## src/rtl/akf_mul.sv

```systemverilog
// Shared signed multiplier with a registered product.
// Depends on nothing; the sequencer in the top level drives its operands.
module akf_mul (
    input  logic               i_clk,
    input  logic signed [35:0] i_a,
    input  logic signed [32:0] i_b,
    output logic signed [68:0] o_p
);

    logic signed [68:0] r_p;

    // One product per cycle, registered before use.
    always_ff @(posedge i_clk) begin
        r_p <= i_a * i_b;
    end

    assign o_p = r_p;

endmodule

```

## config.mk

```make
export PLATFORM = sky130hd
export DESIGN_NAME = akf_mul
export DESIGN_NICKNAME = d
export VERILOG_FILES = /design/src/rtl/akf_mul.sv
export SDC_FILE = /design/constraint.sdc
export NUM_CORES = 2
export LEC_CHECK = 0
export ABC_AREA = 1
export BUFFER_PORTS_ARGS = -buffer_cell sky130_fd_sc_hd__buf_2
export CAP_MARGIN = 30
export CORE_MARGIN = 2
export CORE_UTILIZATION = 30
export DETAILED_ROUTE_END_ITERATION = 8
export GPL_TIMING_DRIVEN = 0
export SETUP_SLACK_MARGIN = 0.02
export SYNTH_ARGS = -nofsm -noshare
export SYNTH_HDL_FRONTEND = slang
export SYNTH_SLANG_ARGS = --single-unit
```

## constraint.sdc

```tcl
create_clock -name i_clk -period 9.1 [get_ports i_clk]
set_clock_uncertainty 0.2 [all_clocks]
set_input_delay 2.275 -clock i_clk [delete_from_list [all_inputs] [get_ports i_clk]]
set_output_delay 2.275 -clock i_clk [all_outputs]
set_load 0.02 [all_outputs]
```

======== Yosys cells after proc, flatten, opt, wreduce, memory -nomap -nowiden ========
Cells that the tools add are included.
cells by class
  add/subtract/negate cells ............... 0
  $mul .................................... 1
  divide/modulo/power cells ............... 0
  $lt $le $gt $ge ......................... 0
  equality and inequality tests ........... 0
  shift operators ......................... 0
  mux-type cells .......................... 0
  bitwise gates (word level) .............. 0
  reduce and logical (&&, ||, !) cells .... 0
operators by type and width
  kind              number
  $mul A36 B33 Y69  1
word-level totals
  register bits after elaboration ......... 69
  latch bits .............................. 0
  memory bits (writable) .................. 0
  memory bits (read-only) ................. 0
  bits of input ports ..................... 70
  output and inout port bits .............. 69
  word-level logic and storage cells ...... 2
  memories ................................ 0

======== Logic depth before layout (Yosys ltp) ========
  depth in word-level cells ............... 1
  gate-level depth with buffers ........... 33
  depth with buffers taken out ............ 31

======== Worst setup path after synthesis ========
No wires, ideal clock.
  path kind ............................... input to register
  from .................................... input i_b[1]
  to ...................................... register r_p[68] (netlist: o_p[68])
  setup time .............................. 112 ps
  arrival ................................. 8976 ps
  required time ........................... 8788 ps
  setup slack ............................. -188 ps
  stages on the path ...................... 29
  buffers on the path ..................... 2
  cells stage by stage .................... clkbuf_1 -> clkbuf_1 -> nand2_1 -> inv_1 -> fa_1 -> fa_1 -> fa_1 -> fa_1 -> inv_1 -> fa_1 -> inv_1 -> fa_1 -> inv_1 -> fa_1 -> fa_1 -> inv_1 -> ha_1 -> nand2_1 -> inv_1 -> nand2_1 -> inv_1 -> nand2_1 -> inv_1 -> a21oi_1 -> nand2_1 -> inv_1 -> nand2_1 -> nand2_1 -> nand2_1
between the ends
  cells in the longest elaborated chain, start to end .. 1
ends and longest elaborated chain
  item                    RTL line  RTL
  start: declaration      6         input logic signed [32:0] i_b,
  $mul A36 B33 Y69        14        r_p <= i_a * i_b;
  end signal: assignment  14
  end: declaration        10        logic signed [68:0] r_p;
Every way passes these cells.

======== Final worst setup path ========
  from .................................... input i_b[30]
  to ...................................... register r_p[47] (netlist: o_p[47])
Same word-level chain as after synthesis.

==> impl_metrics.tcl <==
set metrics [dict create \
    syn2layout_area_growth_pct 15.3 \
    final_nets 7708 \
    synth_nets 7509 \
    setup_ws_ns 0.116 \
    design.die.area_um2 158000 \
    cp-endpoint "o_p[47]$_DFF_P_" \
    slew-limit-headroom_pct 33.1 \
    cp.depth 23 \
    routabilityCongestion 1.01 \
    crit_path_cell_trace "clkbuf_1 -> buf_8 -> clkbuf_4 -> nand2_1 -> inv_1 -> fa_1 -> fa_1 -> fa_1 -> fa_1 -> fa_1 -> fa_1 -> fa_1 -> fa_1 -> ha_1 -> nand2_1 -> nor2_1 -> nand2_1 -> inv_1 -> nand2_1 -> nand2_1 -> inv_1 -> nand4_1 -> nand2_1" \
    syn_area_um2 46500 \
    crit_path_max_fanout 10 \
    synth_area_leaders "fa_1, inv_1, nand2_1" \
    crit_top_cell "fa_1" \
    floorplan.rows 144 \
    finalNonFillerCells 8229 \
    syn_inst 5978 \
    cp-end-kind "flop" \
    hold_viol_final 0 \
    crit_buf_inv 6 \
    drive_gt1_share_pct 13.7 \
    cts.sinks 69 \
    fmax_ghz 0.111 \
    setup.worst_path.start "i_b[30]" \
    routedWlPerCell_um 23.6 \
    synth_top_area_share_pct 53.2 \
    ios 139 \
    start_util_pct 30.2 \
    antenna_found_initial 13 \
    largest_reg_flops 69 \
    slowest_stage "fa_1" \
    grt_max_degree 28 \
    die-width_um 398 \
    slew_violations 0 \
    cpLargestDelayFamily "adder cells" \
    status "finished, final reports clean" \
    clkTransAtPathRegs_ns 0.06 \
    ys_ff_latch 69 \
    drc 0 \
    drtIter0Drc 3133 \
    layout_commonest_cell "inv_1" \
    cp-start-kind "input port" \
    cts_buffers 9 \
    worstMarginPinSlew_ns 1.00 \
    grt_pass1_wl_um 280000 \
    portBuffers 70 \
    critPathKind "in -> reg" \
    cp.arrival_ns 9.00 \
    synth_warnings 0 \
    dr.pass1.iters 6 \
    routed-via-count 38200 \
    holdCritPathClass "in -> reg" \
    die_y_um 398 \
    drtAntennaViolNets 0 \
    globalRouteOverflowTotal 0 \
    maxCapViolCount 0 \
    place_inst 8159 \
    routed_wl_um 194000 \
    grt_pass1_vias 41000 \
    finalCriticalPeriod_ns 8.98 \
    layout_common_cells "inv_1, nand2_1, fa_1" \
    cts_buffer_depth 2 \
    synth.avg_cell_area_um2 7.79 \
    grt_usage_pct 24.9 \
    cts_tree "built" \
    core_um2 154000 \
    rsz0062_at_grt "true" \
    yosysTopAreaCell "fa_1" \
    cp_slowest_stage_delay_ns 0.64 \
    fin_crit_sh_pct 98.7 \
    synth_cell_types 36 \
    root_buffer "clkbuf_16" \
    final_util_pct 34.8 \
    place_ws_ns -1.74 \
    cp.required_ns 9.12 \
    viasPerCell 4.64 \
    dp_hpwl_um 169000 \
    seq_area_frac_synth_pct 2.97 \
    setup_violations 0 \
    htree_levels 3 \
]
==> cell usage after synthesis, drive strengths merged <==
library cell and count:
inv 2067, nand2 1703, fa 1238, clkbuf 274
ha 223, nor2 136, nand3 77, dfxtp 69
a21oi 61, xor2 38, o21ai 21, nand4 17
nor3 14, o21bai 11, or2 7, xnor2 7
clkinv 3, nand3b 3, and2 2, nor4 2
a21boi 1, and3 1, buf 1, nand2b 1
o21a 1
==> routing by layer <==
layer	GRT usage (%)	up-vias	wire [µm]
met1	31.0	19500	74100
met5	0	-	23
met2	41.0	1710	89600
li1	-	16500	-
met3	3.76	462	15600
met4	14.6	4	15100
==> what timing repair did <==
item,CTS,global route
buffers inserted,16,34
gates resized for setup,500,493
setup endpoints to repair,51,47
cloned,0,1
pin swaps,13,80
hold buffers,0,0
==> through the flow <==
step           setup TNS, ns  instance area [µm²]  hold slack, ns
2_1_floorplan              0                46600            2.39
3_3_place_gp          -85.24                49500            2.49
3_5_place_dp          -67.27                50500            2.49
4_1_cts             -0.00219                52200            2.22
5_1_grt              -0.0920                53600            2.17
6_report                   0                53700            2.18
==> logic make-up (layout without fill, tap and decap cells) <==
logic type / Yosys count / after routing / share of synthesized area [%]
other: 0 / 4 / 0
xor gates and xnor gates: 45 / 45 / 0.847
adders and majority gates: 1461 / 1461 / 59.2
AOI/OAI and AO/OA: 95 / 95 / 1.12
buffers and inverters: 2345 / 2548 / 18.9
and+or+nand+nor: 1963 / 1963 / 16.9
DFF: 69 / 69 / 2.97
==> worst min path at each step <==
stage                      to  slack (ns)            start  cells past startpoint
3_5_place_dp          o_p[55]        2.49  o_p[55]$_DFF_P_                      1
3_3_place_gp          o_p[42]        2.49  o_p[42]$_DFF_P_                      1
5_1_grt        o_p[0]$_DFF_P_        2.17           i_b[0]                      3
2_1_floorplan  o_p[0]$_DFF_P_        2.39           i_b[0]                      3
6_report       o_p[0]$_DFF_P_        2.18           i_b[0]                      3
4_1_cts        o_p[0]$_DFF_P_        2.22           i_b[0]                      3
==> layout make-up <==
type / count / area [µm²]
Fill cell: 16300 / 100000
Multi-Input combinational cell: 3564 / 37700
Inverter: 2070 / 7790
Tap cell: 2044 / 2560
Buffer: 275 / 2110
Timing Repair Buffer: 188 / 1810
Sequential cell: 69 / 1380
Clock buffer: 10 / 239
Clock inverter: 5 / 85.1
Antenna cell: 4 / 10.0
Power is not shown: default switching activity piles up to over one toggle a cycle in this logic, so the estimate is an artifact.
