**src/rtl/akf_pkg.sv**
```systemverilog
// Package for the angle and gyro bias Kalman filter.
// Holds field widths, register indexes, reset values, the noise struct
// and the saturation helpers. Depends on nothing.
package akf_pkg;

    localparam int unsigned ANGLE_W = 32;
    localparam int unsigned DT_W    = 16;
    localparam int unsigned NOISE_W = 31;
    localparam int unsigned WIDE_W  = 72;
    localparam int unsigned ADDR_W  = 4;

    // Register indexes on the configuration port.
    localparam logic [1:0] REG_Q_ANGLE = 2'd0;
    localparam logic [1:0] REG_Q_BIAS  = 2'd1;
    localparam logic [1:0] REG_R_MEAS  = 2'd2;

    // Reset values of the noise registers, unsigned Q1.30.
    localparam logic [NOISE_W-1:0] RESET_Q_ANGLE = 31'd1073742;
    localparam logic [NOISE_W-1:0] RESET_Q_BIAS  = 31'd3221225;
    localparam logic [NOISE_W-1:0] RESET_R_MEAS  = 31'd32212255;

    typedef struct packed {
        logic [NOISE_W-1:0] q_angle;
        logic [NOISE_W-1:0] q_bias;
        logic [NOISE_W-1:0] r_meas;
    } t_noise;

    // Sign-extend a 32-bit word to the wide working format.
    function automatic logic signed [WIDE_W-1:0] sx72(input logic [31:0] v);
        return {{(WIDE_W-32){v[31]}}, v};
    endfunction

    // Clamp a wide signed value to signed 32 bits.
    function automatic logic signed [31:0] sat32(input logic signed [WIDE_W-1:0] v);
        if (v > 72'sd2147483647) begin
            return 32'sh7fffffff;
        end else if (v < -72'sd2147483648) begin
            return 32'sh80000000;
        end else begin
            return v[31:0];
        end
    endfunction

endpackage

```
**src/rtl/akf_cfg.sv**
```systemverilog
// APB-style register block holding the three noise registers.
// Depends on akf_pkg for the register indexes, reset values and struct.
module akf_cfg (
    input  logic                        i_clk,
    input  logic                        i_rst_n,
    input  logic                        psel,
    input  logic                        penable,
    input  logic                        pwrite,
    input  logic [akf_pkg::ADDR_W-1:0]  paddr,
    input  logic [31:0]                 pwdata,
    output logic [31:0]                 prdata,
    output logic                        pready,
    output akf_pkg::t_noise             o_noise
);

    akf_pkg::t_noise r_noise;

    assign pready  = 1'b1;
    assign o_noise = r_noise;

    // Register writes in the access phase; unknown indexes are dropped.
    always_ff @(posedge i_clk) begin
        if (!i_rst_n) begin
            r_noise.q_angle <= akf_pkg::RESET_Q_ANGLE;
            r_noise.q_bias  <= akf_pkg::RESET_Q_BIAS;
            r_noise.r_meas  <= akf_pkg::RESET_R_MEAS;
        end else if (psel && penable && pwrite) begin
            case (paddr[3:2])
                akf_pkg::REG_Q_ANGLE: r_noise.q_angle <= pwdata[30:0];
                akf_pkg::REG_Q_BIAS:  r_noise.q_bias  <= pwdata[30:0];
                akf_pkg::REG_R_MEAS:  r_noise.r_meas  <= pwdata[30:0];
                default: ;
            endcase
        end
    end

    // Read data mux.
    always_comb begin
        case (paddr[3:2])
            akf_pkg::REG_Q_ANGLE: prdata = {1'b0, r_noise.q_angle};
            akf_pkg::REG_Q_BIAS:  prdata = {1'b0, r_noise.q_bias};
            akf_pkg::REG_R_MEAS:  prdata = {1'b0, r_noise.r_meas};
            default:              prdata = 32'd0;
        endcase
    end

endmodule

```
**config.mk**
```make
export PLATFORM = sky130hd
export DESIGN_NAME = akf_cfg
export DESIGN_NICKNAME = d
export VERILOG_FILES = /design/src/rtl/akf_pkg.sv /design/src/rtl/akf_cfg.sv
export SDC_FILE = /design/constraint.sdc
export NUM_CORES = 1
export LEC_CHECK = 0
export BUFFER_PORTS_ARGS = -buffer_cell sky130_fd_sc_hd__buf_4
export CAP_MARGIN = 40
export CORE_UTILIZATION = 49
export CTS_BUF_LIST = sky130_fd_sc_hd__clkbuf_16
export DETAILED_ROUTE_END_ITERATION = 8
export PLACE_DENSITY = 0.89
export SYNTH_ARGS = -nofsm -noshare
export SYNTH_HDL_FRONTEND = slang
export SYNTH_SLANG_ARGS = --single-unit
```
**constraint.sdc**
```tcl
create_clock -name i_clk -period 1.6 [get_ports i_clk]
set_input_delay 0.08 -clock i_clk [delete_from_list [all_inputs] [get_ports i_clk]]
set_output_delay 0.08 -clock i_clk [all_outputs]
set_load 0.01 [all_outputs]
```
# ---- After elaboration in Yosys (flattened, before gate mapping)
# Index checks and enable logic that the tools add are counted.
# Widths: inputs -> output; s select.
dict set report op_classes {
  n_eq_ne 2
  muxes 1
  n_reduce_logical 6
}
# op count
set op_table {}
lappend op_table {{$pmux 31 s3} 1}
lappend op_table {{$reduce_and 2->1} 3}
lappend op_table {{$eq 2x1->1 const B} 1}
lappend op_table {{$eq 2x2->1 const B} 1}
lappend op_table {{$logic_and 1x1->1} 2}
lappend op_table {{$logic_not 2->1} 1}
dict set report word_totals {
  word_cells 12
  ff_bits 93
  output_inout_bits 126
  in_bits 41
}

# ---- Logic depth before layout (Yosys ltp)
dict set report depth {
  word_depth 3
  mapped_depth 6
  depth_no_buf 3
}

# ---- Worst setup path after synthesis
# No wires, ideal clock.
dict set report synth_path {
  path_kind {input -> register}
  from {input paddr[2] (netlist bit)}
  to {register r_noise (netlist bit o_noise[10])}
  path_slack_ps 484
  required_time_ps 1521
  setup_time_ps 79
  stages 6
  n_path_buf 3
  t_arrival_ps 1037
  path_cell_list {buf_2 nand2b_4 or2_1 buf_6 buf_2 o211ai_1}
}
dict set report synth_via {
  elab_chain_len 2
}
# item line_no
set synth_rtl {}
lappend synth_rtl {{start: declaration} akf_cfg.sv:9} ;# input logic [akf_pkg::ADDR_W-1:0] paddr,
lappend synth_rtl {{$eq 2x2->1} akf_cfg.sv:28} ;# case (paddr[3:2])
lappend synth_rtl {{$reduce_and 2->1 (no source line)} -}
lappend synth_rtl {{end: declaration} akf_cfg.sv:16} ;# akf_pkg::t_noise r_noise;
# No other way between the ends.
# A chain may end at the register's enable or synchronous reset.

# ---- Worst setup path in the final report
dict set report layout_path {
  from {input paddr[2] (netlist bit)}
  to {output prdata[30]}
}
dict set report layout_via {
  elab_chain_len 2
  word_cells_on_any_way 4
  cone_classes {eq/ne: 2; mux: 1; reduce/logical: 1}
}
# item line_no
set layout_rtl {}
lappend layout_rtl {{$eq 2x2->1 (tied with other cells)} akf_cfg.sv:39} ;# case (paddr[3:2])
lappend layout_rtl {{$pmux 31 s3 (*)} akf_cfg.sv:39}
lappend layout_rtl {{end: declaration} akf_cfg.sv:11} ;# output logic [31:0] prdata,
# Mark *: on every way between the ends. The rest lies on a longest branch, timed or not.

==> impl_metrics.yaml <==
yosys:
  synthesis.nets: 518
  yosys.area_share.simple: 0.174
  synth_cell_type_count: 21
  synth_ff_type: "dfxtp_1"
  yosys.area_share.xor_xnor: 0
  synthTopCellsByArea: "dfxtp_1 43%, mux2i_1 26%, nand2_1 10%"
  synth-edff-count: 0
  yosys.area.top_type: "dfxtp_1"
  synth_area_um2: 4300
  synth_common_cells: "120 x nand2_1, 113 x mux2i_1, 93 x dfxtp_1"
  synth_top_area_frac: 0.433
  synth-adder-area-share: 0
  syn_inst: 477
  ys_async_sr_fraction: 0
  synth_top_family_by_area: "multiplexers"
  synth.most_common_cell: "nand2_1"
  ys_warn_count: 0
  ys_seq_area_frac: 0.433
  synthMuxAreaShare: 0.263
  synth_compound_area_frac: 0.0681
  synth.ff_latch_count: 93
  synth.avg_cell_area_um2: 9.01
route:
  dr.pass1.iters: 4
  wl_per_cell_um: 15.5
  ant_nets: 0
  viasPerCell: 5.22
  dr.first_iter.drc_count: 135
  drt_wl_total_um: 11400
  drc: 0
  vias: 3838
critical_path:
  crit_family: "buffers and inverters"
  critPathMaxFanout: 16
  crit_buf_inv: 3
  crit_type: "in2out"
  crit_chain: "buf_4, buf_4, mux2i_1, o21ai_0, buf_4"
  cp_slowest_cell: "buf_4"
  max_stage_delay_ns: 0.36
  arrival_ns: 1.18
  crit_required_ns: 1.52
  endpoint_kind: "output pin"
  cpMostUsedCell: "buf_4"
  cp-start-kind: "primary input"
power_and_ir_drop:
  vdd_drop_max_mv: 0.707
  totalPowerFinal_mw: 4.94
  leakagePower_nw: 2.71
  powerDensity_nw_per_um2: 841
clock_tree:
  cts_root_buf: "clkbuf_16"
  numCtsBuffers: 9
  holdBufCountCts: 0
  clk_pin_slew_worst_paths_ns: 0.06
  clockBufferDepth: 2
  worst_skew_pair.late_latency_ns: 0.33
  post_cts_resized: 0
  htreeDepth: 3
  numClockSinks: 93
  cts_tree: "built"
  cts_setup_buffers: 0
run_status:
  status: "complete, no violations"
global_route:
  grt.overflow.total: 0
  grt_max_degree: 57
  antenna_found_initial: 0
  grt_pass1_vias: 3602
  grt_pass1_wl_um: 17500
  track_usage: 0.252
timing:
  hold_slack_ns: 0.0219
  setup_ws_ns: 0.338
  rsz0062_at_grt: "false"
  hold_violations: 0
  final_max_slew_viol_count: 0
  fmax_ghz: 0.792
  setup_violations: 0
  fin_crit_ns: 1.26
  skew_ns: 0
  tns_ns: 0
  min_period_over_period: 0.789
flow_run:
  cap_violations: 0
finish:
  area_growth_pct: 36.7
  fin_area_um2: 5880
  drive_gt1_frac: 0.308
  layout.nets: 666
  diodes: 0
  largest_reg_flops: 93
floorplan:
  rows: 33
  io_pins: 167
  initial_core_util: 0.515
  dieHeight_um: 95.7
  core_area_um2: 8340
  die_w_um: 95.7
  dieArea_um2: 9150
placement:
  gp_congestion: 0.780
  place_hpwl_um: 8310
  place_ws_ns: 0.280
  io_buffers: 161
  placed_cell_area_um2: 5590
hold_path:
  hold_path.class: "in2reg"
==> cell families (layout without fill, tap and decap cells) <==
group | Yosys count | count (layout)
mux | 113 | 113
compound gates | 53 | 53
buf+inv | 51 | 204
flops | 93 | 93
other cells | 2 | 2
simple gates | 165 | 165
==> where the power goes <==
group          switching, mW  internal (mW)
registers             0.0285           2.35
clock network          0.833           1.19
logic                  0.284          0.265
total                   1.15           3.80
==> final cells by class <==
cell class,instances,area [µm²]
Sequential cell,93,1860
Clock inverter,7,57.6
Fill cell,643,2460
Timing Repair Buffer,177,1370
Clock buffer,9,225
Inverter,11,41.3
Tap cell,105,131
Multi-Input combinational cell,333,2190
==> stage by stage <==
| stage | cells | utilization |
|---|---|---|
| 5_1_grt | 735 | 0.705 |
| 4_1_cts | 735 | 0.705 |
| 2_1_floorplan | 477 | - |
| 6_report | 735 | 0.705 |
| 3_3_place_gp | 719 | 0.671 |
| 3_5_place_dp | 719 | 0.671 |
==> cell usage in the layout (no fill, tap or decap), drive strengths merged, types with 2 or more instances in the layout <==
cell / count
buf: 177
clkbuf: 9
clkinv: 4
conb: 2
dfxtp: 93
inv: 12
mux2i: 113
nand2: 120
nor2b: 38
o211ai: 11
o21ai: 42
==> worst reg2reg max path: stages (launching register included) <==
cell and delay [ns]:
dfxtp_1 0.37, nand2_1 0.08, mux2i_1 0.17
==> final timing paths <==
path | start | end | slack (ns) | cells after the start
max | paddr[2] | prdata[30] | 0.34 | 5
min reg2reg | o_noise[90] | o_noise[90] | 0.47 | 2
min | pwdata[3] | o_noise[3] | 0.02 | 3
max reg2reg | o_noise[35] | o_noise[35] | 0.90 | 2
==> per-layer routing <==
layer	track usage	vias up	part of all wire
met5	0	-	0
met4	0.118	0	0.023
met3	0.0423	17	0.044
met2	0.441	122	0.50
met1	0.300	1822	0.43
li1	-	1877	-
Note: power is estimated with default switching activity, not from simulation.
